**src/rtl/lru_pkg.sv**
```systemverilog
// Shared constants and types for the LRU page replacement block.
`default_nettype none
package lru_pkg;

  localparam int FRAME_SLOTS_DEF = 8;
  localparam int PAGE_WIDTH_DEF  = 16;
  localparam int CFG_W           = 4;
  localparam int SLOT_OUT_W      = 3;
  localparam int FAULT_W         = 16;
  localparam logic [CFG_W-1:0] CFG_RESET = 4'd8;

  typedef enum logic [1:0] {
    OP_HIT,
    OP_FILL,
    OP_REPL
  } op_kind_t;

  // Command broadcast to every cell on a transfer.
  typedef struct packed {
    logic     apply;
    op_kind_t kind;
    logic     clear;
  } cell_cmd_t;

endpackage
`default_nettype wire

```
**src/rtl/lru_ref_if.sv**
```systemverilog
// Reference channel: one page reference per transfer.
`default_nettype none
interface lru_ref_if #(
  parameter int PAGE_W = lru_pkg::PAGE_WIDTH_DEF
) ();
  logic              valid;
  logic              ready;
  logic [PAGE_W-1:0] page_number;
  logic              last_reference;

  modport source (output valid, output page_number, output last_reference, input ready);
  modport sink   (input valid, input page_number, input last_reference, output ready);
endinterface
`default_nettype wire

```
**src/rtl/lru_res_if.sv**
```systemverilog
// Result channel: one replacement result per transfer.
`default_nettype none
interface lru_res_if #(
  parameter int PAGE_W = lru_pkg::PAGE_WIDTH_DEF
) ();
  logic                           valid;
  logic                           ready;
  logic                           hit;
  logic [lru_pkg::SLOT_OUT_W-1:0] frame_slot;
  logic                           replaced_valid;
  logic [PAGE_W-1:0]              replaced_page;
  logic [lru_pkg::FAULT_W-1:0]    fault_total;

  modport source (output valid, output hit, output frame_slot, output replaced_valid,
                  output replaced_page, output fault_total, input ready);
  modport sink   (input valid, input hit, input frame_slot, input replaced_valid,
                  input replaced_page, input fault_total, output ready);
endinterface
`default_nettype wire

```
**src/rtl/lru_cell.sv**
```systemverilog
// One frame cell: resident page, valid bit and age rank, with a lookup chain stage.
`default_nettype none
module lru_cell #(
  parameter int FRAME_SLOTS = lru_pkg::FRAME_SLOTS_DEF,
  parameter int PAGE_WIDTH  = lru_pkg::PAGE_WIDTH_DEF,
  parameter int CELL_IDX    = 0
) (
  input  wire                                                      clk,
  input  wire                                                      rst_n,
  input  wire  [PAGE_WIDTH-1:0]                                    lookup_page,
  input  wire  [((FRAME_SLOTS > 1) ? $clog2(FRAME_SLOTS) : 1)-1:0] lru_rank,
  // chain from the lower neighbor
  input  wire                                                      hit_in,
  input  wire  [((FRAME_SLOTS > 1) ? $clog2(FRAME_SLOTS) : 1)-1:0] hit_idx_in,
  input  wire  [((FRAME_SLOTS > 1) ? $clog2(FRAME_SLOTS) : 1)-1:0] hit_rank_in,
  input  wire                                                      lru_in,
  input  wire  [((FRAME_SLOTS > 1) ? $clog2(FRAME_SLOTS) : 1)-1:0] lru_idx_in,
  input  wire  [PAGE_WIDTH-1:0]                                    lru_page_in,
  // chain to the upper neighbor
  output logic                                                     hit_out,
  output logic [((FRAME_SLOTS > 1) ? $clog2(FRAME_SLOTS) : 1)-1:0] hit_idx_out,
  output logic [((FRAME_SLOTS > 1) ? $clog2(FRAME_SLOTS) : 1)-1:0] hit_rank_out,
  output logic                                                     lru_out,
  output logic [((FRAME_SLOTS > 1) ? $clog2(FRAME_SLOTS) : 1)-1:0] lru_idx_out,
  output logic [PAGE_WIDTH-1:0]                                    lru_page_out,
  // update command
  input  wire  lru_pkg::cell_cmd_t                                 cmd,
  input  wire  [((FRAME_SLOTS > 1) ? $clog2(FRAME_SLOTS) : 1)-1:0] cmd_slot,
  input  wire  [((FRAME_SLOTS > 1) ? $clog2(FRAME_SLOTS) : 1)-1:0] cmd_rank,
  input  wire  [PAGE_WIDTH-1:0]                                    cmd_page,
  output logic                                                     slot_valid
);

  localparam int IDX_W = (FRAME_SLOTS > 1) ? $clog2(FRAME_SLOTS) : 1;
  localparam logic [IDX_W-1:0] MY_IDX = IDX_W'(CELL_IDX);

  logic                  valid_r, valid_nxt;
  logic [IDX_W-1:0]      rank_r, rank_nxt;
  logic [PAGE_WIDTH-1:0] page_r, page_nxt;
  logic                  match;
  logic                  is_lru;
  logic                  target;

  assign match  = valid_r && (page_r == lookup_page);
  assign is_lru = valid_r && (rank_r == lru_rank);
  assign target = (cmd_slot == MY_IDX);

  // Hits and victims are unique among cells, so the chain merges by OR.
  assign hit_out      = hit_in | match;
  assign hit_idx_out  = hit_idx_in | (match ? MY_IDX : '0);
  assign hit_rank_out = hit_rank_in | (match ? rank_r : '0);
  assign lru_out      = lru_in | is_lru;
  assign lru_idx_out  = lru_idx_in | (is_lru ? MY_IDX : '0);
  assign lru_page_out = lru_page_in | (is_lru ? page_r : '0);

  assign slot_valid = valid_r;

  always_comb begin
    valid_nxt = valid_r;
    rank_nxt  = rank_r;
    page_nxt  = page_r;
    if (cmd.apply) begin
      unique case (cmd.kind)
        lru_pkg::OP_HIT: begin
          if (target) begin
            rank_nxt = '0;
          end else if (valid_r && (rank_r < cmd_rank)) begin
            rank_nxt = rank_r + 1'b1;
          end
        end
        lru_pkg::OP_FILL: begin
          if (target) begin
            valid_nxt = 1'b1;
            rank_nxt  = '0;
            page_nxt  = cmd_page;
          end else if (valid_r) begin
            rank_nxt = rank_r + 1'b1;
          end
        end
        lru_pkg::OP_REPL: begin
          if (target) begin
            rank_nxt = '0;
            page_nxt = cmd_page;
          end else if (valid_r) begin
            rank_nxt = rank_r + 1'b1;
          end
        end
        default: begin
          rank_nxt = rank_r;
        end
      endcase
      // drop the string after its last reference
      if (cmd.clear) begin
        valid_nxt = 1'b0;
        rank_nxt  = '0;
      end
    end
  end

  always_ff @(posedge clk) begin
    if (!rst_n) begin
      valid_r <= 1'b0;
      rank_r  <= '0;
    end else begin
      valid_r <= valid_nxt;
      rank_r  <= rank_nxt;
    end
  end

  always_ff @(posedge clk) begin
    page_r <= page_nxt;
  end

endmodule
`default_nettype wire

```
**src/rtl/lru_page_replacement.sv**
```systemverilog
// Top level of the LRU page replacement block: cell chain, fill and fault counters, result register.
//
// Usage:
//   in_ch carries one page reference per transfer (page_number, last_reference).
//   out_ch returns exactly one result per reference: hit, frame_slot,
//   replaced_valid, replaced_page and the saturating fault_total.
//   cfg_we/cfg_wdata set frames_in_use (0 acts as 1, values above the
//   number of frame cells act as that number); write it only while idle.
// Timing:
//   A reference is looked up and all cells are updated in the cycle it
//   transfers; its result appears on out_ch in the next cycle. One
//   reference per cycle is taken while the result register is empty or
//   being drained. The figure is set by the combinational compare and
//   rank update along the chain of frame cells.
// Reset:
//   rst_n (synchronous) empties every frame, clears ranks, fill count and
//   fault count and sets frames_in_use to 8. The same clearing, but for
//   frames_in_use, happens after a reference marked last_reference.
// Stall:
//   While out_ch is held off, the result stays in its register and in_ch
//   is not ready until that result transfers.
`default_nettype none
module lru_page_replacement #(
  parameter int FRAME_SLOTS = lru_pkg::FRAME_SLOTS_DEF,
  parameter int PAGE_WIDTH  = lru_pkg::PAGE_WIDTH_DEF
) (
  input  wire                          clk,
  input  wire                          rst_n,
  lru_ref_if.sink                      in_ch,
  lru_res_if.source                    out_ch,
  input  wire                          cfg_we,
  input  wire  [lru_pkg::CFG_W-1:0]    cfg_wdata
);

  localparam int IDX_W   = (FRAME_SLOTS > 1) ? $clog2(FRAME_SLOTS) : 1;
  localparam int CNT_W   = $clog2(FRAME_SLOTS + 1);
  localparam int CMP_W   = (CNT_W > lru_pkg::CFG_W) ? CNT_W : lru_pkg::CFG_W;
  localparam int FAULT_W = lru_pkg::FAULT_W;
  localparam int SOUT_W  = lru_pkg::SLOT_OUT_W;

  logic [lru_pkg::CFG_W-1:0] cfg_r, cfg_nxt;
  logic [CNT_W-1:0]          filled_r, filled_nxt;
  logic [FAULT_W-1:0]        fault_r, fault_nxt;

  logic                      out_valid_r, out_valid_nxt;
  logic                      hit_r;
  logic [SOUT_W-1:0]         slot_r;
  logic                      repl_valid_r;
  logic [PAGE_WIDTH-1:0]     repl_page_r;
  logic [FAULT_W-1:0]        fault_out_r;

  logic                      in_ready;
  logic                      accept;

  logic                      hit_c      [FRAME_SLOTS+1];
  logic [IDX_W-1:0]          hit_idx_c  [FRAME_SLOTS+1];
  logic [IDX_W-1:0]          hit_rank_c [FRAME_SLOTS+1];
  logic                      lru_c      [FRAME_SLOTS+1];
  logic [IDX_W-1:0]          lru_idx_c  [FRAME_SLOTS+1];
  logic [PAGE_WIDTH-1:0]     lru_page_c [FRAME_SLOTS+1];
  logic [FRAME_SLOTS-1:0]    valid_vec;

  logic [IDX_W-1:0]          lru_rank;
  logic [lru_pkg::CFG_W-1:0] cfg_eff;
  logic                      fill_ok;
  lru_pkg::cell_cmd_t        cmd;
  logic [IDX_W-1:0]          cmd_slot;
  logic                      is_hit;
  logic [SOUT_W+IDX_W-1:0]   slot_wide;

  assign in_ready    = !out_valid_r || out_ch.ready;
  assign in_ch.ready = in_ready;
  assign accept      = in_ch.valid && in_ready;

  assign hit_c[0]      = 1'b0;
  assign hit_idx_c[0]  = '0;
  assign hit_rank_c[0] = '0;
  assign lru_c[0]      = 1'b0;
  assign lru_idx_c[0]  = '0;
  assign lru_page_c[0] = '0;

  // Ranks of the filled cells are a permutation, so the victim has rank filled-1.
  assign lru_rank = IDX_W'(filled_r - CNT_W'(1));

  genvar gi;
  generate
    for (gi = 0; gi < FRAME_SLOTS; gi++) begin : g_cell
      lru_cell #(
        .FRAME_SLOTS (FRAME_SLOTS),
        .PAGE_WIDTH  (PAGE_WIDTH),
        .CELL_IDX    (gi)
      ) u_cell (
        .clk          (clk),
        .rst_n        (rst_n),
        .lookup_page  (in_ch.page_number),
        .lru_rank     (lru_rank),
        .hit_in       (hit_c[gi]),
        .hit_idx_in   (hit_idx_c[gi]),
        .hit_rank_in  (hit_rank_c[gi]),
        .lru_in       (lru_c[gi]),
        .lru_idx_in   (lru_idx_c[gi]),
        .lru_page_in  (lru_page_c[gi]),
        .hit_out      (hit_c[gi+1]),
        .hit_idx_out  (hit_idx_c[gi+1]),
        .hit_rank_out (hit_rank_c[gi+1]),
        .lru_out      (lru_c[gi+1]),
        .lru_idx_out  (lru_idx_c[gi+1]),
        .lru_page_out (lru_page_c[gi+1]),
        .cmd          (cmd),
        .cmd_slot     (cmd_slot),
        .cmd_rank     (hit_rank_c[FRAME_SLOTS]),
        .cmd_page     (in_ch.page_number),
        .slot_valid   (valid_vec[gi])
      );
    end
  endgenerate

  assign is_hit  = hit_c[FRAME_SLOTS];
  assign cfg_eff = (cfg_r == '0) ? lru_pkg::CFG_W'(1) : cfg_r;
  assign fill_ok = (filled_r < CNT_W'(FRAME_SLOTS)) && (CMP_W'(filled_r) < CMP_W'(cfg_eff));

  always_comb begin
    cmd.apply = accept;
    cmd.clear = in_ch.last_reference;
    priority if (is_hit) begin
      cmd.kind = lru_pkg::OP_HIT;
      cmd_slot = hit_idx_c[FRAME_SLOTS];
    end else if (fill_ok) begin
      cmd.kind = lru_pkg::OP_FILL;
      cmd_slot = filled_r[IDX_W-1:0];
    end else begin
      cmd.kind = lru_pkg::OP_REPL;
      cmd_slot = lru_idx_c[FRAME_SLOTS];
    end
  end

  assign slot_wide = {{SOUT_W{1'b0}}, cmd_slot};

  always_comb begin
    cfg_nxt       = cfg_we ? cfg_wdata : cfg_r;
    filled_nxt    = filled_r;
    fault_nxt     = fault_r;
    out_valid_nxt = out_valid_r;
    if (out_ch.ready) begin
      out_valid_nxt = 1'b0;
    end
    if (accept) begin
      out_valid_nxt = 1'b1;
      if (!is_hit && (fault_r != {FAULT_W{1'b1}})) begin
        fault_nxt = fault_r + 1'b1;
      end
      if (cmd.kind == lru_pkg::OP_FILL) begin
        filled_nxt = filled_r + 1'b1;
      end
    end
  end

  always_ff @(posedge clk) begin
    if (!rst_n) begin
      cfg_r       <= lru_pkg::CFG_RESET;
      filled_r    <= '0;
      fault_r     <= '0;
      out_valid_r <= 1'b0;
    end else begin
      cfg_r       <= cfg_nxt;
      out_valid_r <= out_valid_nxt;
      if (accept && in_ch.last_reference) begin
        filled_r <= '0;
        fault_r  <= '0;
      end else begin
        filled_r <= filled_nxt;
        fault_r  <= fault_nxt;
      end
    end
  end

  // Hold the result payload until the next transfer in.
  always_ff @(posedge clk) begin
    if (accept) begin
      hit_r        <= is_hit;
      slot_r       <= slot_wide[SOUT_W-1:0];
      repl_valid_r <= (cmd.kind == lru_pkg::OP_REPL);
      repl_page_r  <= (cmd.kind == lru_pkg::OP_REPL) ? lru_page_c[FRAME_SLOTS] : '0;
      fault_out_r  <= fault_nxt;
    end
  end

  assign out_ch.valid          = out_valid_r;
  assign out_ch.hit            = hit_r;
  assign out_ch.frame_slot     = slot_r;
  assign out_ch.replaced_valid = repl_valid_r;
  assign out_ch.replaced_page  = repl_page_r;
  assign out_ch.fault_total    = fault_out_r;

  a_fill_bound: assert property (@(posedge clk) disable iff (!rst_n)
    filled_r <= CNT_W'(FRAME_SLOTS))
    else $error("fill count beyond frame cells");

  a_valid_count: assert property (@(posedge clk) disable iff (!rst_n)
    $countones(valid_vec) == int'(filled_r))
    else $error("valid cells disagree with fill count");

  a_victim_found: assert property (@(posedge clk) disable iff (!rst_n)
    accept && !is_hit && !fill_ok |-> lru_c[FRAME_SLOTS])
    else $error("replacement without a victim cell");

  a_string_clear: assert property (@(posedge clk) disable iff (!rst_n)
    accept && in_ch.last_reference |=> (filled_r == '0) && (fault_r == '0) && (valid_vec == '0))
    else $error("state not cleared after last reference");

endmodule
`default_nettype wire

```
**src/flat_wrapper.sv**
```systemverilog
// flat-port wrapper written by rule: the top's interface ports become plain ports
module lru_page_replacement_flat 
#(
  parameter int FRAME_SLOTS = lru_pkg::FRAME_SLOTS_DEF,
  parameter int PAGE_WIDTH  = lru_pkg::PAGE_WIDTH_DEF
)
  (clk, rst_n, cfg_we, cfg_wdata, in_ch_valid, in_ch_page_number, in_ch_last_reference, in_ch_ready, out_ch_valid, out_ch_hit, out_ch_frame_slot, out_ch_replaced_valid, out_ch_replaced_page, out_ch_fault_total, out_ch_ready);
  lru_ref_if #(.PAGE_W((lru_pkg::PAGE_WIDTH_DEF))) in_ch_i ();
  lru_res_if #(.PAGE_W((lru_pkg::PAGE_WIDTH_DEF))) out_ch_i ();
  input  wire clk;
  input  wire rst_n;
  input  wire cfg_we;
  input  wire  [lru_pkg::CFG_W-1:0] cfg_wdata;
  input wire logic [$bits(in_ch_i.valid)-1:0] in_ch_valid;
  input wire logic [$bits(in_ch_i.page_number)-1:0] in_ch_page_number;
  input wire logic [$bits(in_ch_i.last_reference)-1:0] in_ch_last_reference;
  output wire logic [$bits(in_ch_i.ready)-1:0] in_ch_ready;
  output wire logic [$bits(out_ch_i.valid)-1:0] out_ch_valid;
  output wire logic [$bits(out_ch_i.hit)-1:0] out_ch_hit;
  output wire logic [$bits(out_ch_i.frame_slot)-1:0] out_ch_frame_slot;
  output wire logic [$bits(out_ch_i.replaced_valid)-1:0] out_ch_replaced_valid;
  output wire logic [$bits(out_ch_i.replaced_page)-1:0] out_ch_replaced_page;
  output wire logic [$bits(out_ch_i.fault_total)-1:0] out_ch_fault_total;
  input wire logic [$bits(out_ch_i.ready)-1:0] out_ch_ready;
  assign in_ch_i.valid = in_ch_valid;
  assign in_ch_i.page_number = in_ch_page_number;
  assign in_ch_i.last_reference = in_ch_last_reference;
  assign in_ch_ready = in_ch_i.ready;
  assign out_ch_valid = out_ch_i.valid;
  assign out_ch_hit = out_ch_i.hit;
  assign out_ch_frame_slot = out_ch_i.frame_slot;
  assign out_ch_replaced_valid = out_ch_i.replaced_valid;
  assign out_ch_replaced_page = out_ch_i.replaced_page;
  assign out_ch_fault_total = out_ch_i.fault_total;
  assign out_ch_i.ready = out_ch_ready;
  lru_page_replacement #(.FRAME_SLOTS(FRAME_SLOTS), .PAGE_WIDTH(PAGE_WIDTH)) u_core (.clk(clk), .rst_n(rst_n), .in_ch(in_ch_i), .out_ch(out_ch_i), .cfg_we(cfg_we), .cfg_wdata(cfg_wdata));
endmodule
```
**config.mk**
```make
export PLATFORM = sky130hd
export DESIGN_NAME = lru_page_replacement_flat
export DESIGN_NICKNAME = d
export VERILOG_FILES = /design/src/rtl/lru_pkg.sv /design/src/rtl/lru_ref_if.sv /design/src/rtl/lru_res_if.sv /design/src/rtl/lru_cell.sv /design/src/rtl/lru_page_replacement.sv /design/src/flat_wrapper.sv
export SDC_FILE = /design/constraint.sdc
export NUM_CORES = 1
export LEC_CHECK = 0
export ABC_CLOCK_PERIOD_IN_PS = 9500
export BUFFER_PORTS_ARGS = -buffer_cell sky130_fd_sc_hd__clkbuf_2
export CELL_PAD_IN_SITES_DETAIL_PLACEMENT = 1
export CELL_PAD_IN_SITES_GLOBAL_PLACEMENT = 1
export CORE_UTILIZATION = 50
export DETAILED_ROUTE_END_ITERATION = 12
export PLACE_DENSITY = 0.81
export SYNTH_ARGS = -nofsm -noshare
export SYNTH_HDL_FRONTEND = slang
export SYNTH_SLANG_ARGS = --single-unit
```
**constraint.sdc**
```tcl
create_clock -name clk -period 9.5 [get_ports clk]
set_input_delay 2.85 -clock clk [delete_from_list [all_inputs] [get_ports clk]]
set_output_delay 2.85 -clock clk [all_outputs]
set_load 0.02 [all_outputs]
```
==> results of run 1 <==
[registers in the layout (all words and copies together) (netlist names)]
register and flops:
u_core.g_cell.u_cell.page_r 128, u_core.out_ch.replaced_page 16, u_core.out_ch.hit 1, u_core.filled_r 4
u_core.fault_r 16, u_core.g_cell.u_cell.rank_r 24, u_core.out_ch.valid 1, u_core.cfg_r 4
u_core.out_ch.fault_total 16, u_core.out_ch.replaced_valid 1, u_core.g_cell.u_cell.slot_valid 8, u_core.out_ch.frame_slot 3
[area by class of cell]
cell class	instances	area (sq um)	area share [%]
clock buffers	31	627	4.90
clock inverters	11	71.3	0.558
inverters	31	119	0.930
multi-input cells	679	5070	39.6
flip-flops and latches	222	6100	47.7
well taps	285	357	2.79
repair buffers	81	448	3.50
[metrics by stage]
stage,power (mW),cells,hold WS (ns),worst slack (ns),area (sq um)
finish,2.15,1340,0.514,3.34,12800
global route,2.21,1340,0.542,3.20,12800
CTS,2.16,1340,0.517,3.37,12800
detailed placement,1.32,1298,0.501,2.90,12100
global placement,1.31,1298,0.488,3.01,12100
floorplan,1.24,985,0.462,2.74,11500
[worst max-delay path, cell delays in order]
cell and delay [ns]:
clkbuf_2 0.25, xnor2_1 0.51, nand4_1 0.26, nor3_1 0.68
a2bb2o_1 0.29, or2_2 0.12, o21a_1 0.49, inv_2 0.20
o31ai_2 0.45, or3_1 0.18, o21ai_1 0.06, a211o_1 0.25
[layer usage]
layer,part of all wire (%),wire length (um),vias up,GRT usage [%]
li1,-,-,3840,-
met1,40,14600,4319,39.1
met2,48,17300,379,52.3
met3,6.8,2490,108,4.68
met4,5.3,1920,0,15.8
met5,0,0,-,0
[logic make-up (layout without fill, tap and decap cells)]
family,Yosys count,after routing,synth area share [%]
AND/OR/NAND/NOR,289,289,14.4
flip-flops,222,222,52.9
AO/OA/AOI/OAI,192,192,12.7
XOR/XNOR,170,170,13.6
buffers and inverters,84,154,3.67
adder cells (fa/ha/maj),16,16,1.69
multiplexers,12,12,1.05
[Yosys cell counts, types with 6 or more instances]
| cell type | n |
|---|---|
| nor2_1 | 50 |
| o21ai_0 | 10 |
| buf_4 | 19 |
| nor4_1 | 22 |
| or4_1 | 6 |
| xor2_1 | 67 |
| a21oi_1 | 29 |
| o22ai_1 | 10 |
| buf_2 | 8 |
| and4_1 | 15 |
| nor2b_1 | 16 |
| inv_1 | 28 |
| o211ai_1 | 6 |
| xnor2_1 | 97 |
| mux2i_1 | 11 |
| a22o_1 | 25 |
| and2_1 | 7 |
| nand4_1 | 32 |
| edfxtp_1 | 165 |
| clkbuf_1 | 21 |
| a211oi_1 | 7 |
| a31oi_1 | 12 |
| nor3_1 | 14 |
| o21ai_1 | 8 |
| ha_1 | 14 |
| a22oi_1 | 16 |
| dfxtp_1 | 57 |
| nand3_1 | 41 |
| and3_1 | 8 |
| nand2_1 | 42 |
| a221oi_1 | 25 |
[path summary, 6_finish.rpt]
kind	cells past startpoint	end
max reg2reg	12	u_core.g_cell[3].u_cell.page_r[9]
max	12	u_core.g_cell[3].u_cell.rank_r[2]
min reg2reg	2	u_core.cfg_r[0]
min	2	u_core.cfg_r[0]
[power breakdown]
group | switching, mW | internal (mW)
logic | 0.144 | 0.0628
registers | 0.0236 | 1.07
clock network | 0.387 | 0.466
==> run_results.csv, run 1 <==
group,metric,value,unit
cells_and_area,syn_to_final_growth,10.8,%
cells_and_area,nFillCells,2343,
cells_and_area,nNetsFinal,1079,
route,avgViaCountPerCell,6.45,
logic_synthesis,yosysTopAreaCellShare,43.0,%
logic_synthesis,yosysWarnings,0,
place,io_buffers,64,
place,dpl.hpwl,24700,um
timing,setup_viol,0,
logic_synthesis,synthTopCellsByArea,"edfxtp_1, dfxtp_1, xnor2_1, xor2_1, a221oi_1",
route,first_pass_iters,6,
logic_synthesis,async_flop_share,0,%
clock_tree,htreeDepth,1,
floorplan,core,22600,sq um
clock_tree,postCtsHoldBufs,0,
grt,grt_util_all_layers,31.1,%
place,gp_congestion,0.940,
floorplan,dieArea,23700,sq um
logic_synthesis,synthCells,985,
route,wl,36300,um
grt,grt_pass1_wl,55200,um
route,ant_nets,0,
logic_synthesis,synth-main-ff-cell,"edfxtp_1",
outcome,outcome,"finished clean",
floorplan,initial_utilization,50.9,%
timing,hold_viol,0,
route,vias,8646,
logic_synthesis,synth-edff-count,165,
cells_and_area,layout-drive-gt1-share,14.0,%
timing,rsz0062_at_grt,"no",
critical_path,r2r_start,"u_core.filled_r[0]",
logic_synthesis,ys_seq_elements,222,
critical_path,crit_fanout,16,
timing,slew_viol_final,0,
clock_tree,clock_latency,0.54,ns
floorplan,die_h,154,um
grt,overflow,0,
clock_tree,clkSinkCount,222,
clock_tree,cts_buffers,24,
timing,period_minus_slack,6.16,ns
timing,finalCritPeriodShare,64.9,%
critical_path,startpoint,"in_ch_page_number[7]",
floorplan,die_x,154,um
cells_and_area,n_antenna_cell,0,
route,route.detailed.drc,0,
clock_tree,clockBufferDepth,3,
timing,max_freq,0.162,GHz
grt,grt_pass1_vias,9051,
logic_synthesis,yosysUniqueCellTypes,79,
logic_synthesis,yosysSeqAreaShare,52.9,%
clock_tree,root_buffer,"clkbuf_16",
route,drt_iter0_drc,654,
floorplan,rows,55,
hold_path,worstHoldPathType,"reg2reg",
cells_and_area,fin_util,56.5,%
logic_synthesis,syn_nets,1025,
clock_tree,clk_pin_slew,0.06,ns
clock_tree,cts_tree,"built",
critical_path,start_kind,"primary input",
floorplan,ios,65,
clock_tree,ctsResizeCount,0,
critical_path,r2r_setup_slack,4.51,ns
power_and_ir_drop,leakagePower,4.38,nW
timing,totalNegativeSetupSlack,0,ns
power_and_ir_drop,irDropWorstVdd,0.160,mV
logic_synthesis,yosysTopAreaCell,"edfxtp_1",
grt,antenna_found_initial,0,
cells_and_area,final_common_cell,"edfxtp_1",
grt,grt_max_degree,47,
timing,max-slew-margin-rel,21.9,%
power_and_ir_drop,power_density,169,nW/um^2
hold_path,hold_start,"u_core.cfg_r[0]",
logic_synthesis,syn-cell-area,11500,sq um
timing,fin_worst_skew,0.0181,ns
logic_synthesis,avgSynthCellArea,11.7,sq um
critical_path,cp-end-kind,"flop",
job,maxCapViolCount,0,
critical_path,critPathRequiredTime,9.92,ns
clock_tree,cts_setup_buffers,0,
cells_and_area,layout_common_cells,"edfxtp_1, xnor2_1, xor2_1",
route,wl_per_cell,27.1,um
critical_path,critPathArrivalTime,6.58,ns
critical_path,critical_path_class,"in2reg",
timing,tightest_slew,1.17,ns
No activity file was read; power rests on OpenSTA's default activity.
==> run 2, diff against run 1 <==
ABC_CLOCK_PERIOD_IN_PS = 5550   (was 9500)
CORE_UTILIZATION = 45   (was 50)
PLACE_DENSITY = 0.77   (was 0.81)
clock period = 5.55 ns   (was 9.5 ns; I/O delays follow)
==> run 2 against run 1 <==
  * Worst hold slack got worse by 0.017 ns
  * Cell count increased by 4.7%
  * Sequential power increased by 72%
  * Register-to-register slack got worse by 3.7 ns
  * Via count about the same
  * Non-clock buffer count increased by 16
  * Flip-flop and latch count unchanged
  * Setup slack got worse by 2.6 ns
  * Critical path type unchanged
  * Critical endpoint is now u_core.g_cell[6].u_cell.rank_r[1]
==> run_results.csv, run 2 (synthesis results as in run 1) <==
group,metric,value,unit
outcome,outcome,"finished clean",
floorplan,die_h,162,um
route,ant_nets,0,
critical_path,cpLargestDelayFamily,"simple AND/OR/NAND/NOR gates",
critical_path,critPathRequiredTime,5.95,ns
cells_and_area,nFillCells,2601,
clock_tree,cts_tree,"built",
cells_and_area,largest_register_ffs,128,
timing,setup_ws,0.759,ns
critical_path,critical_path_class,"in2reg",
route,avgViaCountPerCell,6.17,
place,io_buffers,64,
floorplan,core,25200,sq um
critical_path,crit_buf_inv,3,
timing,max-slew-margin-rel,24.4,%
critical_path,slowest_delay,0.80,ns
route,wl,36200,um
clock_tree,clkSinkCount,222,
power_and_ir_drop,irDropWorstVdd,0.250,mV
clock_tree,root_buffer,"clkbuf_16",
grt,grt_util_all_layers,28.0,%
cells_and_area,top_register,"u_core.g_cell.u_cell.page_r",
route,wl_per_cell,25.8,um
timing,max_freq,0.209,GHz
cells_and_area,final_common_cell,"edfxtp_1",
timing,period_minus_slack,4.79,ns
power_and_ir_drop,power_density,295,nW/um^2
critical_path,critPathArrivalTime,5.19,ns
clock_tree,cts_buffers,25,
cells_and_area,nNetsFinal,1096,
grt,grt_pass1_wl,55000,um
job,maxCapViolCount,0,
route,first_pass_iters,5,
cells_and_area,layout_common_cells,"edfxtp_1, xnor2_1, xor2_1",
cells_and_area,n_antenna_cell,0,
clock_tree,clock_latency,0.54,ns
clock_tree,clk_pin_slew,0.06,ns
floorplan,dieArea,26300,sq um
clock_tree,ctsResizeCount,0,
critical_path,start_kind,"primary input",
clock_tree,postCtsHoldBufs,0,
cells_and_area,fin_util,52.2,%
floorplan,ios,65,
cells_and_area,syn_to_final_growth,13.9,%
grt,grt_max_degree,31,
hold_path,worstHoldPathType,"reg2reg",
route,drt_iter0_drc,799,
timing,fin_worst_skew,0.0259,ns
clock_tree,cts_setup_buffers,0,
critical_path,worstPathCellList,"clkbuf_2 > xor2_1 > nor4_1 > nand3_1 > a2bb2o_1 > or4b_1 > o21a_1 > inv_2 > nor3_1 > buf_4 > nor2_1 > a21oi_1 > o22ai_1",
critical_path,cp-end-kind,"flop",
timing,hold_viol,0,
timing,finalCritPeriodShare,86.3,%
timing,setup_viol,0,
power_and_ir_drop,leakagePower,4.53,nW
timing,slew_viol_final,0,
floorplan,rows,58,
critical_path,crit_fanout,16,
clock_tree,clockBufferDepth,3,
critical_path,slowest_stage,"nor4_1",
floorplan,initial_utilization,45.8,%
grt,grt_pass1_vias,8814,
timing,rsz0062_at_grt,"no",
cells_and_area,reg_top3,"u_core.g_cell.u_cell.page_r: 128 flops, u_core.g_cell.u_cell.rank_r: 24 flops",
timing,tightest_slew,1.13,ns
floorplan,die_x,162,um
clock_tree,htreeDepth,1,
place,post-place-ws,0.312,ns
route,vias,8650,
place,gp_congestion,0.962,
route,route.detailed.drc,0,
grt,overflow,0,
grt,antenna_found_initial,0,
cells_and_area,layout-drive-gt1-share,15.9,%
place,dpl.hpwl,25000,um
-- run 2: final cells by class --
| type | instances | area (sq um) | area share (%) |
|---|---|---|---|
| sequential | 222 | 6100 | 46.4 |
| multi-input combinational | 679 | 5070 | 38.6 |
| clock buffer | 31 | 658 | 5.01 |
| timing repair buffer | 97 | 643 | 4.90 |
| tap | 330 | 413 | 3.14 |
| clock inverter | 13 | 141 | 1.08 |
| inverter | 31 | 119 | 0.905 |
-- run 2: tightest hold or removal path, delay by kind of cell (launching register included) --
family,cells,cell delay (ns)
muxes,1,0.07
DFF,1,0.33
and+or+nand+nor,1,0.07
-- run 2: through the flow --
stage	instances	instance area [sq um]	setup TNS, ns	power [mW]	hold slack, ns
6_report	1403	13100	0	3.88	0.497
4_1_cts	1403	13100	0	3.91	0.507
3_5_place_dp	1359	12300	0	2.27	0.493
3_3_place_gp	1359	12300	0	2.25	0.483
2_1_floorplan	985	11500	-1.13	2.13	0.462
5_1_grt	1403	13100	0	3.99	0.547
-- run 2: final timing paths --
check,end,slack [ns],depth (start not counted),startpoint
worst max-delay path,u_core.g_cell[6].u_cell.rank_r[1],0.76,13,in_ch_page_number[9]
worst min-delay path,u_core.cfg_r[0],0.50,2,u_core.cfg_r[0]
worst max register to register,u_core.g_cell[3].u_cell.page_r[9],0.85,13,u_core.filled_r[0]
worst min register to register,u_core.cfg_r[0],0.50,2,u_core.cfg_r[0]
-- run 2: layer usage --
| metal | vias up | GRT usage (%) | wire [um] |
|---|---|---|---|
| li1 | 3877 | - | - |
| met1 | 4381 | 36.9 | 15200 |
| met4 | 0 | 10.9 | 1380 |
| met2 | 321 | 46.9 | 17500 |
| met3 | 71 | 3.37 | 2140 |
| met5 | - | 0 | 0 |
-- run 2: report_power, final --
group / total (mW) / switching, mW / internal [mW]
Clock: 1.64 / 0.669 / 0.975
Sequential: 1.87 / 0.0361 / 1.83
Combinational: 0.368 / 0.252 / 0.116
Total: 3.88 / 0.957 / 2.92
